<file path="src/design/rse_pkg.sv">
// ----------------------------------------------------------------------------
// RPN stack evaluator package
// Shared widths, request codes, status codes and controller states.
// ----------------------------------------------------------------------------
package rse_pkg;

	localparam int STACK_DEPTH = 128;
	localparam int DATA_W      = 32;
	localparam int ADDR_W      = $clog2(STACK_DEPTH);
	localparam int SP_W        = 8;
	localparam int CNT_W       = $clog2(DATA_W);

	typedef logic [DATA_W-1:0] word_t;
	typedef logic [ADDR_W-1:0] addr_t;
	typedef logic [SP_W-1:0]   sp_t;

	localparam logic [2:0] REQ_PUSH   = 3'd0;
	localparam logic [2:0] REQ_ADD    = 3'd1;
	localparam logic [2:0] REQ_SUB    = 3'd2;
	localparam logic [2:0] REQ_MUL    = 3'd3;
	localparam logic [2:0] REQ_DIV    = 3'd4;
	localparam logic [2:0] REQ_EQUALS = 3'd5;

	localparam logic [1:0] ST_OK        = 2'd0;
	localparam logic [1:0] ST_OVERFLOW  = 2'd1;
	localparam logic [1:0] ST_UNDERFLOW = 2'd2;
	localparam logic [1:0] ST_DIVZERO   = 2'd3;

	typedef enum logic [1:0] {
		S_IDLE,
		S_EXEC,
		S_DIV,
		S_RESP
	} state_t;

endpackage

</file>
<file path="src/design/rse_stack_ram.sv">
// ----------------------------------------------------------------------------
// Stack RAM
// Single-port-write, single-port-read memory with a registered read.
// ----------------------------------------------------------------------------
module rse_stack_ram (
	input  logic          clk,
	input  logic          wr_en,
	input  rse_pkg::addr_t wr_addr,
	input  rse_pkg::word_t wr_data,
	input  logic          rd_en,
	input  rse_pkg::addr_t rd_addr,
	output rse_pkg::word_t rd_data
);

	rse_pkg::word_t mem [rse_pkg::STACK_DEPTH];
	rse_pkg::word_t rd_data_q;

	always_ff @(posedge clk) begin
		if (wr_en) begin
			mem[wr_addr] <= wr_data;
		end
	end

	always_ff @(posedge clk) begin
		if (rd_en) begin
			rd_data_q <= mem[rd_addr];
		end
	end

	assign rd_data = rd_data_q;

endmodule

</file>
<file path="config.mk">
export PLATFORM = sky130hd
export DESIGN_NAME = rse_stack_ram
export DESIGN_NICKNAME = d
export VERILOG_FILES = /design/src/design/rse_pkg.sv /design/src/design/rse_stack_ram.sv
export SDC_FILE = /design/constraint.sdc
export NUM_CORES = 2
export LEC_CHECK = 0
export BUFFER_PORTS_ARGS = -buffer_cell sky130_fd_sc_hd__buf_2
export CAP_MARGIN = 20
export CORE_MARGIN = 8
export CORE_UTILIZATION = 35
export DETAILED_ROUTE_END_ITERATION = 8
export SLEW_MARGIN = 10
export SYNTH_ARGS = -nofsm -noshare
export SYNTH_HDL_FRONTEND = slang
export SYNTH_SLANG_ARGS = --single-unit
</file>
<file path="constraint.sdc">
create_clock -name clk -period 4.45 [get_ports clk]
set_input_delay 0.445 -clock clk [delete_from_list [all_inputs] [get_ports clk]]
set_output_delay 0.445 -clock clk [all_outputs]
set_load 0.05 [all_outputs]
</file>
After elaboration in Yosys (flattened, before gate mapping)
Memories as Yosys holds them, arrays and structs flattened. A register that Yosys moved wholly into a read port is not among the register bits.
Index checks and enable logic that the tools add are counted.
Widths: inputs -> output; s select.
{"block": "totals", "out_inout_bits": 32, "regBits": 0, "mem_bits_rw": 4096, "input_bits": 49, "word_cells": 3, "memories": 1}
{"block": "op_classes", "mux": 2}
{"memory": "mem", "words": 128, "width": 32, "rd": 1, "rd_clocked_by_memory_dff": 1, "wr": 1, "line": "rse_stack_ram.sv:15", "text": "rse_pkg::word_t mem [rse_pkg::STACK_DEPTH];"}
{"cell": "$mux 1", "count": 2}

Longest topological paths before layout
{"block": "depth", "word_depth": 2, "ltp_mapped": 8}

Least setup slack after synthesis
Ideal clock, no wire load.
{"block": "synth_path", "path_type": "input-to-reg", "startpoint": "in wr_en", "endpoint": "mem mem[98][0] (netlist bit), enable pin", "stages": 3, "path_slack_ns": 0.766, "t_arrival_ns": 3.223, "required_time_ns": 3.989, "path_cell_list": "clkbuf_1 > nand4_1 > nor3_1"}
{"block": "synth_between", "elab_chain_cells": 2}
{"element": "start: declaration", "line": "rse_stack_ram.sv:7", "text": "input logic wr_en,"}
{"element": "$mux 1", "line": "rse_stack_ram.sv:19", "text": "if (wr_en) begin"}
{"element": "$mux 1 (implied by the code)", "line": "rse_stack_ram.sv:20", "text": "mem[wr_addr] <= wr_data;"}
{"element": "end: declaration", "line": "rse_stack_ram.sv:15"}
No other way between the ends.

==> load_flow_metrics.sql <==
INSERT INTO impl_metrics (metric_group, metric, value, unit) VALUES
('synthesis', 'ys_ff_latch', '4128', ''),
('worst_hold_path', 'hp-class', 'input port to flop', ''),
('synthesis', 'sequential_fraction_of_the_synthesis_area', '0.792', ''),
('pwr', 'power.density', '449', 'nW/um^2'),
('cells_and_area', 'layout_commonest_cell', 'edfxtp_1', ''),
('clocking', 'clock-root-buffer', 'clkbuf_16', ''),
('cells_and_area', 'area.growth.synth_to_final', '15.6', '%'),
('sta', 'final_min_period_over_clock_period', '0.667', ''),
('place', 'detailedPlace.worstSlack', '0.535', 'ns'),
('pwr', 'power_report.internal_total', '63.7', 'mW'),
('place', 'io_buffer_count', '80', ''),
('pwr', 'switching_share', '0.216', ''),
('critical_path', 'cp_max_fo', '35', ''),
('grt', 'grt_use_total', '0.181', ''),
('place', 'dp.cells', '12000', ''),
('sta', 'timing.slew.headroom', '0.188', ''),
('synthesis', 'mappedNetlistArea', '157000', 'sq um'),
('pwr', 'combinationalPowerShare', '0.054', ''),
('clocking', 'clock_transition_time_at_the_flip_flop_clock_pins_of_the_worst_setup_and_hold_paths', '0.06', 'ns'),
('sta', 'clock_skew', '0.0617', 'ns'),
('drt', 'ant_nets', '0', ''),
('job', 'timing.max_cap.violations', '0', ''),
('cells_and_area', 'fin_cells', '12800', ''),
('pwr', 'pwr-share-clk', '0.415', ''),
('floorplan', 'rows', '245', ''),
('cells_and_area', 'drive_above_1_share', '0.364', ''),
('clocking', 'postCtsResizedCells', '0', ''),
('synthesis', 'syn_nets', '6039', ''),
('drt', 'postRouteWirelength', '435', 'mm'),
('floorplan', 'dieArea', '469000', 'sq um'),
('sta', 'worst_slew_pin_slew', '1.21', 'ns'),
('clocking', 'clock_tree.htree_level_count', '5', ''),
('floorplan', 'floorplan.initialDensity', '0.352', ''),
('drt', 'detailroute.via_count', '71300', ''),
('place', 'gp_routability_congestion', '0.797', ''),
('grt', 'largest_net_degree_at_the_start_of_global_routing', '105', ''),
('pwr', 'power', '81.3', 'mW'),
('drt', 'drcViolationCount', '0', ''),
('synthesis', 'yosys_warnings', '0', ''),
('drt', 'drt_iter0_markers', '9272', ''),
('sta', 'setup-tns-final', '0', 'ns'),
('synthesis', 'syn_inst_count', '5990', ''),
('critical_path', 'worst_setup_path_start_kind', 'input port', ''),
('grt', 'first_global_vias', '72300', ''),
('clocking', 'clock_path_buffers', '4', ''),
('floorplan', 'die_height', '685', 'um'),
('sta', 'layout_min_cycle_time', '2.97', 'ns'),
('cells_and_area', 'fin_nets', '6549', ''),
('place', 'dp.final_hpwl', '249', 'mm'),
('worst_hold_path', 'min-delay-start', 'wr_data[25]', ''),
('grt', 'grt_pass1_wl', '597', 'mm'),
('cells_and_area', 'finish.utilization', '0.407', ''),
('drt', 'route.detailed.vias_per_inst', '5.56', ''),
('critical_path', 'worstSetupEndpointType', 'flop', ''),
('sta', 'setup_viol_count_final', '0', ''),
('drt', 'firstDrtPassIters', '5', ''),
('floorplan', 'coreArea', '445000', 'sq um'),
('clocking', 'numClockSinks', '4128', ''),
('sta', 'unrepaired_setup_endpoints_after_global_routing', 'false', ''),
('floorplan', 'die_w', '685', 'um'),
('pwr', 'irDropWorstVdd', '0.334', 'mV'),
('sta', 'fmax', '337', 'MHz'),
('pwr', 'p_leak', '54.7', 'nW'),
('grt', 'grt_remaining_overflow', '0', ''),
('clocking', 'tritoncts', 'done', ''),
('synthesis', 'yosysUniqueCellTypes', '16', ''),
('clocking', 'cts-buffers-inserted', '406', ''),
('pwr', 'switchingPower', '17.6', 'mW'),
('synthesis', 'syn_avg_cell_area', '26.1', 'sq um'),
('critical_path', 'r2r_start', 'mem[77][24]', ''),
('critical_path', 'arrival', '3.66', 'ns'),
('sta', 'maxSlewViolCount', '0', ''),
('status', 'outcome', 'finished, final reports clean', ''),
('grt', 'grt_antenna_before_repair', '74', ''),
('sta', 'layout_setup_ws', '1.48', 'ns'),
('cells_and_area', 'layout_common_cells', '4128 x edfxtp_1, 1344 x mux4_2, 412 x clkbuf_16', ''),
('critical_path', 'cp.required', '5.14', 'ns'),
('drt', 'post_drt_wl_per_cell', '33.9', 'um'),
('floorplan', 'io_pins', '81', ''),
('sta', 'final-hold-violation-count', '0', ''),
('clocking', 'worstSkewPairLatency', '0.96', 'ns'),
('critical_path', 'critPathKind', 'input port to flop', ''),
('critical_path', 'setup.worst_path.start', 'rd_addr[2]', ''),
('pwr', 'seq_pwr_share', '0.531', '');
==> flip-flops by register name, indices dropped and copies added, names as in the netlist <==
name     cells
mem       4096
rd_data     32
==> through the flow <==
| stage | hold slack [ns] | area, sq um |
|---|---|---|
| 6_report | 0.0209 | 181000 |
| 5_1_grt | 0.0133 | 181000 |
| 4_1_cts | 0.0376 | 181000 |
| 3_5_place_dp | 0.840 | 168000 |
| 3_3_place_gp | 0.822 | 168000 |
| 2_1_floorplan | 0.544 | 157000 |
==> final timing paths <==
check                 to  slack (ns)  cells past startpoint
max          rd_data[24]        1.48                      7
min          mem[87][25]        0.02                      1
max reg2reg  rd_data[24]        1.59                      4
min reg2reg  rd_data[10]        1.21                      4
==> power by group through the flow <==
| stage | clock (mW) | sequential, mW | combinational (mW) |
|---|---|---|---|
| detailed placement | 0 | 44.0 | 4.41 |
| floorplan | 0 | 44.0 | 2.07 |
| global route | 35.6 | 43.1 | 4.55 |
| global placement | 0 | 44.0 | 4.34 |
| finish | 33.8 | 43.2 | 4.39 |
| CTS | 34.2 | 43.2 | 4.42 |
==> cells in the mapped netlist <==
cell type  count  area share
edfxtp_1    4128        0.79
mux4_2      1344        0.19
clkbuf_1     182      0.0044
nor2_1       122      0.0029
buf_2         79      0.0025
buf_1         50      0.0012
mux2_2        32      0.0023
nand2_1       14     0.00034
nand3_1       12     0.00038
nor3_1         9     0.00029
nor2b_1        7     0.00028
buf_4          3     0.00014
nand4_1        3     0.00012
buf_6          2     0.00014
nand2b_1       2    0.000080
or3_1          1    0.000040
==> worst max-delay path, stage by stage <==
cell    delay (ns)
buf_8         0.23
buf_12        0.24
buf_4         0.51
mux4_2        0.43
mux4_2        0.61
mux4_2        0.72
mux2_2        0.34
==> routing by layer <==
layer	global-route usage	vias to the layer above	share of wire
met4	0.0634	20	0.039
met3	0.0309	640	0.083
li1	-	27600	-
met2	0.304	3426	0.50
met5	0	-	0.00029
met1	0.239	39600	0.38
==> cells by family (layout without fill, tap and decap cells) <==
| family | after synthesis | count (layout) | synth area share |
|---|---|---|---|
| other | 0 | 67 | 0 |
| buffers and inverters | 316 | 1155 | 0.00837 |
| flip-flops | 4128 | 4128 | 0.792 |
| AND/OR/NAND/NOR | 170 | 170 | 0.00445 |
| multiplexers | 1376 | 1376 | 0.196 |
==> what timing repair did <==
item | CTS | global route
hold endpoints to repair | 83 | 106
hold buffers | 4 | 4
setup buffers | 0 | 0
==> layout make-up <==
cell class | count | area (sq um)
multi-input cells | 1546 | 32300
diodes | 67 | 168
flip-flops and latches | 4128 | 124000
clock buffers | 500 | 10600
well taps | 5928 | 7420
repair buffers | 418 | 4220
fillers | 38000 | 264000
clock inverters | 237 | 2370
(Power assumes the default switching activity.)
