### src/design/rse_pkg.sv
// ----------------------------------------------------------------------------
// RPN stack evaluator package
// Shared widths, request codes, status codes and controller states.
// ----------------------------------------------------------------------------
package rse_pkg;

	localparam int STACK_DEPTH = 128;
	localparam int DATA_W      = 32;
	localparam int ADDR_W      = $clog2(STACK_DEPTH);
	localparam int SP_W        = 8;
	localparam int CNT_W       = $clog2(DATA_W);

	typedef logic [DATA_W-1:0] word_t;
	typedef logic [ADDR_W-1:0] addr_t;
	typedef logic [SP_W-1:0]   sp_t;

	localparam logic [2:0] REQ_PUSH   = 3'd0;
	localparam logic [2:0] REQ_ADD    = 3'd1;
	localparam logic [2:0] REQ_SUB    = 3'd2;
	localparam logic [2:0] REQ_MUL    = 3'd3;
	localparam logic [2:0] REQ_DIV    = 3'd4;
	localparam logic [2:0] REQ_EQUALS = 3'd5;

	localparam logic [1:0] ST_OK        = 2'd0;
	localparam logic [1:0] ST_OVERFLOW  = 2'd1;
	localparam logic [1:0] ST_UNDERFLOW = 2'd2;
	localparam logic [1:0] ST_DIVZERO   = 2'd3;

	typedef enum logic [1:0] {
		S_IDLE,
		S_EXEC,
		S_DIV,
		S_RESP
	} state_t;

endpackage

### src/design/rse_divider.sv
// ----------------------------------------------------------------------------
// Signed divider
// Radix-2 restoring divider, one quotient bit per cycle, truncating toward
// zero. The divisor must be nonzero when start is raised.
// ----------------------------------------------------------------------------
module rse_divider (
	input  logic           clk,
	input  logic           arst_n,
	input  logic           start,
	input  rse_pkg::word_t dividend,
	input  rse_pkg::word_t divisor,
	output logic           done,
	output rse_pkg::word_t quotient
);

	logic                         run_q;
	logic                         done_q;
	logic [rse_pkg::CNT_W-1:0]    cnt_q;
	rse_pkg::word_t               rem_q;
	rse_pkg::word_t               quo_q;
	rse_pkg::word_t               mb_q;
	logic                         neg_q;

	logic [rse_pkg::DATA_W:0]     shifted;
	logic [rse_pkg::DATA_W:0]     diff;
	rse_pkg::word_t               ma;
	rse_pkg::word_t               mb;

	always_comb begin
		ma      = dividend[rse_pkg::DATA_W-1] ? (rse_pkg::DATA_W'(0) - dividend) : dividend;
		mb      = divisor[rse_pkg::DATA_W-1] ? (rse_pkg::DATA_W'(0) - divisor) : divisor;
		shifted = {rem_q, quo_q[rse_pkg::DATA_W-1]};
		diff    = shifted - {1'b0, mb_q};
	end

	always_ff @(posedge clk or negedge arst_n) begin
		if (!arst_n) begin
			run_q  <= 1'b0;
			done_q <= 1'b0;
			cnt_q  <= '0;
		end else begin
			done_q <= 1'b0;
			if (start) begin
				run_q <= 1'b1;
				cnt_q <= '0;
			end else if (run_q) begin
				cnt_q <= cnt_q + rse_pkg::CNT_W'(1);
				if (cnt_q == rse_pkg::CNT_W'(rse_pkg::DATA_W - 1)) begin
					run_q  <= 1'b0;
					done_q <= 1'b1;
				end
			end
		end
	end

	// The dividend shifts out of quo_q from the top while quotient bits enter
	// at the bottom.
	always_ff @(posedge clk) begin
		if (start) begin
			rem_q <= '0;
			quo_q <= ma;
			mb_q  <= mb;
			neg_q <= dividend[rse_pkg::DATA_W-1] ^ divisor[rse_pkg::DATA_W-1];
		end else if (run_q) begin
			if (!diff[rse_pkg::DATA_W]) begin
				rem_q <= diff[rse_pkg::DATA_W-1:0];
				quo_q <= {quo_q[rse_pkg::DATA_W-2:0], 1'b1};
			end else begin
				rem_q <= shifted[rse_pkg::DATA_W-1:0];
				quo_q <= {quo_q[rse_pkg::DATA_W-2:0], 1'b0};
			end
		end
	end

	assign done     = done_q;
	assign quotient = neg_q ? (rse_pkg::DATA_W'(0) - quo_q) : quo_q;

endmodule

### config.mk
export PLATFORM = sky130hd
export DESIGN_NAME = rse_divider
export DESIGN_NICKNAME = d
export VERILOG_FILES = /design/src/design/rse_pkg.sv /design/src/design/rse_divider.sv
export SDC_FILE = /design/constraint.sdc
export NUM_CORES = 1
export LEC_CHECK = 0
export BUFFER_PORTS_ARGS = -buffer_cell sky130_fd_sc_hd__buf_2
export CORE_MARGIN = 2
export CORE_UTILIZATION = 60
export CTS_CLUSTER_DIAMETER = 120
export CTS_CLUSTER_SIZE = 10
export DETAILED_ROUTE_END_ITERATION = 7
export PLACE_DENSITY = 0.82
export SLEW_MARGIN = 10
export SYNTH_ARGS = -nofsm -noshare
export SYNTH_HDL_FRONTEND = slang
export SYNTH_SLANG_ARGS = --single-unit
### constraint.sdc
create_clock -name clk -period 8.4 [get_ports clk]
set_clock_uncertainty 0.2 [all_clocks]
set_input_delay 0.42 -clock clk [delete_from_list [all_inputs] [get_ports clk]]
set_output_delay 0.42 -clock clk [all_outputs]
set_load 0.02 [all_outputs]
Word level (Yosys, flattened, before mapping)
Cells that the tools add are included.
Widths: inputs -> output; s select.
{"block": "classes", "add_sub_neg": 5, "n_eq_ne": 1, "muxes": 15, "n_bitwise": 1, "reduce_logical": 1}
{"operator": "$mux 32", "n": 5}
{"operator": "$sub 1x32->32 const A", "n": 3}
{"operator": "$sub 33x32->33", "n": 1}
{"operator": "$mux 31", "n": 1}
{"operator": "$mux 5", "n": 2}
{"operator": "$mux 1", "n": 7}
{"operator": "$add 5x1->5 const B", "n": 1}
{"operator": "$eq 5x5->1 const B", "n": 1}
{"operator": "$reduce_bool 2->1", "n": 1}
{"operator": "$xor 1x1->1", "n": 1}
{"block": "word_totals", "reg_bits": 104, "input_bits": 67, "output_inout_bits": 33, "elab_cells": 31}

Longest topological paths before layout
{"block": "logic_depth", "ltp_word": 4, "depth_mapped": 14, "mapped_depth_nobuf": 12}

Least setup slack after synthesis
Ideal clock, no wire load.
{"block": "synth_path", "path_type": "reg2reg", "from": "register quo_q[31]", "to": "register quo_q[0], data pin", "setup_ns": 0.267, "arrival_time_ns": 3.216, "t_required_ns": 7.933, "setup_slack_ns": 4.717, "path_stages_with_launch": 15, "path_buffers": 2, "synth_period_minus_slack_ns": 3.683, "path_cell_list": "edfxtp_1 -> inv_1 -> ha_1 -> fa_1 -> nor2b_4 -> o31a_1 -> or4_1 -> a21oi_2 -> a211oi_2 -> o311a_4 -> or3_1 -> buf_2 -> buf_1 -> nand3_1 -> o21ai_0"}
{"block": "synth_via", "elab_chain_cells": 4}
{"item": "from (decl)", "line_no": "rse_divider.sv:20", "rtl": "rse_pkg::word_t quo_q;"}
{"item": "from (signal assigned)", "line_no": "rse_divider.sv:61", "rtl": "quo_q <= ma;"}
{"item": "from (signal assigned)", "line_no": "rse_divider.sv:67", "rtl": "quo_q <= {quo_q[rse_pkg::DATA_W-2:0], 1'b1};"}
{"item": "from (signal assigned)", "line_no": "rse_divider.sv:70", "rtl": "quo_q <= {quo_q[rse_pkg::DATA_W-2:0], 1'b0};"}
{"item": "$sub 33x32->33", "line_no": "rse_divider.sv:33", "rtl": "diff = shifted - {1'b0, mb_q};"}
{"item": "$mux 1", "line_no": "rse_divider.sv:65", "rtl": "if (!diff[rse_pkg::DATA_W]) begin"}
{"item": "$mux 32", "line_no": "rse_divider.sv:64", "rtl": "end else if (run_q) begin"}
{"item": "$mux 32", "line_no": "rse_divider.sv:59", "rtl": "if (start) begin"}
Every way passes these cells. The select of a mux whose other input is x is not followed.
A chain may end at the register's enable or synchronous reset.

Worst setup path in the final report
{"block": "layout_path", "from": "register quo_q[31]", "to": "register rem_q[25]"}
{"block": "layout_via", "elab_chain_cells": 2}
{"item": "$sub 33x32->33", "line_no": "rse_divider.sv:33"}
{"item": "$mux 32", "line_no": "rse_divider.sv:65"}
{"item": "to (signal assigned)", "line_no": "rse_divider.sv:66", "rtl": "rem_q <= diff[rse_pkg::DATA_W-1:0];"}
{"item": "to (signal assigned)", "line_no": "rse_divider.sv:69", "rtl": "rem_q <= shifted[rse_pkg::DATA_W-1:0];"}
{"item": "to (decl)", "line_no": "rse_divider.sv:19", "rtl": "rse_pkg::word_t rem_q;"}
Every way passes these cells.

==> impl_metrics.ini <==
[synthesis]
async_flop_share_pct = 6.731
syn_area_um2 = 7815
ys_ff_latch = 104
yosys.area.top_type = edfxtp_1
synth_flop_cell = edfxtp_1
synth_enable_flop_cells = 65
ys_top_cells_by_area = edfxtp_1 25%, xnor2_1 8.6%, dfxtp_1 8.2%, ha_1 5.9%, o21ai_0 5.2%
avgSynthCellArea_um2 = 8.588
ys_warn_count = 0
yosysSeqAreaShare_pct = 35.41
synth_commonest_cells = 93 x nor2_1, 81 x o21ai_0, 77 x xnor2_1
synthCells = 910
synth.distinct_cells = 68
syn_nets = 1015
synth_most_common_cell = nor2_1
synth_top_area_share_pct = 24.98

[placement]
dp_slack_ps = 4015
gp_congestion = 0.9332
port_buffers = 99
hpwlAfterDp_um = 13010

[cells_and_area]
syn2layout_area_growth_pct = 11.00
drive_gt1_share_pct = 14.04
finalNetCount = 1083
antenna-diode-count = 0

[grt]
grt_pass1_vias = 6270
gr-usage-all-layers_pct = 25.83
grt_pass1_wl_um = 29750
antenna_found_initial = 0
grt_overflow = 0
grt_max_degree = 82

[floorplanning]
io_pins = 100
dieWidth_um = 118.1
rows = 41
die_area_um2 = 13950
start_util_pct = 61.68
core_um2 = 12670
die_h_um = 118.1

[power_and_ir_drop]
p_clk_share_pct = 18.7
power_density_nw_per_um2 = 254.7
swShare_pct = 41.32
p_sw_uw = 912.9
p_seq_share_pct = 34.7
p_int_mw = 1.296
p_leak_nw = 3.484
combinationalPowerShare_pct = 46.6
irDropWorstVdd_mv = 0.1155

[sta]
hold_violations = 0
slew_headroom_pct = 24.64
final.setup.tns_ps = 0
rsz0062_at_grt = false
worstMarginPinSlew_ps = 1130
setup_viol = 0
finalMaxSlewViolations = 0
fmax_mhz = 225.3
min_period_ps = 4439
fin_ws_ps = 3961
min_period_over_period_pct = 52.85

[clock_tree]
htreeDepth = 3
cts_buffer_depth = 2
cts_setup_buffers = 0
cts_buffers = 9
clk_latency_ps = 360
clkTransAtPathRegs_ps = 70
cts_tree = done
clock-sinks = 104
ctsHoldBuffers = 1
cts_resized = 0
clock-root-buffer = clkbuf_16

[routing]
first_iter_violations = 797
ant_nets = 0
drt-pass1-iter-count = 6
vias_per_cell = 6.081
wl_met1_um = 8272
dr.max_layer_used = met4
dr_wl_met2_um = 7918
via_count = 7023
wl_met3_um = 1320
wl_um = 17820
wl_per_cell_um = 15.43
drc = 0

[critical_path]
startpoint_type = register
cp.required_ps = 8470
arrival_ps = 4510
crit_type = reg2reg
worst-path-max-fanout = 28
cp-end-kind = register

[run]
max_cap_viol_count = 0

[run_status]
status = complete, no violations

[hold_path]
hold_path.class = in2reg
## final cells by class
class | count | area, um^2
multi-input combinational | 710 | 4679
timing repair buffer | 103 | 530.5
fill | 1036 | 3996
clock inverter | 5 | 38.79
tap | 172 | 215.2
clock buffer | 11 | 254.0
sequential | 104 | 2769
inverter | 50 | 187.7
## path summary, 6_finish.rpt
path | start | endpoint | slack, ps | cells past startpoint
setup / recovery | quo_q[31] | rem_q[25] | 3960 | 12
hold / removal | divisor[0] | mb_q[0] | 150 | 1
setup reg to reg | quo_q[31] | rem_q[25] | 3960 | 12
hold reg to reg | rem_q[3] | rem_q[3] | 300 | 2
max in group asynchronous | arst_n | run_q | 7610 | 2
min in group asynchronous | arst_n | cnt_q[4] | 230 | 2
## layer usage
layer  global-route usage [%]  vias to the layer above
met5                        0                        -
met4                    8.660                        0
met3                    3.924                       30
met2                    38.76                      287
met1                    38.03                     3236
li1                         -                     3470
## flip-flops by register name, summed over array words and instances (netlist names)
name,count
rem_q,32
mb_q,32
quo_q,32
done,1
neg_q,1
cnt_q,5
run_q,1
## cells by family after synthesis
family	after synthesis	synth area share [%]
AND/OR/NAND/NOR	287	18.20
AO/OA/AOI/OAI	264	21.89
XOR/XNOR	118	13.22
flip-flops	104	35.41
buffers and inverters	96	4.707
adder cells (fa/ha/maj)	38	6.180
multiplexers	3	0.3843
## power by group through the flow
stage	Clock, mW	Combinational (mW)	Sequential [mW]
after floorplan	0	0.798	0.729
after global placement	0	0.995	0.767
after detailed placement	0	1.01	0.769
after CTS	0.418	1.02	0.760
after global routing	0.438	1.14	0.779
final	0.412	1.03	0.767
## layout by cell type, fill, tap and decap left out, drive strengths merged, types with 3 or more instances in the layout
cell type / count
o221ai: 5
or4: 13
a311oi: 25
and2: 4
a211oi: 4
o2111ai: 5
nor3: 11
a21boi: 3
nand2: 61
and3: 5
or3: 21
dfxtp: 32
nand3: 38
clkinv: 3
xor2: 41
ha: 37
nand4: 13
a21oi: 67
nor2: 93
a31oi: 4
dfrtp: 7
mux2i: 3
o21a: 5
buf: 102
o41ai: 9
nor2b: 5
a21o: 10
or2: 3
nor4: 4
a31o: 3
o31ai: 27
xnor2: 77
o21ai: 82
clkbuf: 11
nand2b: 8
inv: 51
edfxtp: 65
## through the flow
stage                     instance area, um^2  hold WS, ps  total power [mW]  util, %  instances
after floorplan                          7815       -75.59             1.527        -        910
after global placement                   8372        61.88             1.763    66.07       1138
after detailed placement                 8372        59.35             1.781    66.07       1138
after CTS                                8675        136.8             2.195    68.46       1155
after global routing                     8675        140.9             2.359    68.46       1155
final                                    8675        145.2             2.209    68.46       1155
## worst max-delay path: stages (launching register included)
cell      delay [ps]
edfxtp_1         420
inv_1             90
ha_1             190
fa_1             270
nor2b_4           60
o31a_1           250
or4_1            490
a21oi_2          280
a211oi_2         170
o311a_4          440
o21ai_2          870
nand3_1          350
o221ai_1         260
No activity file was read; power rests on OpenSTA's default activity.
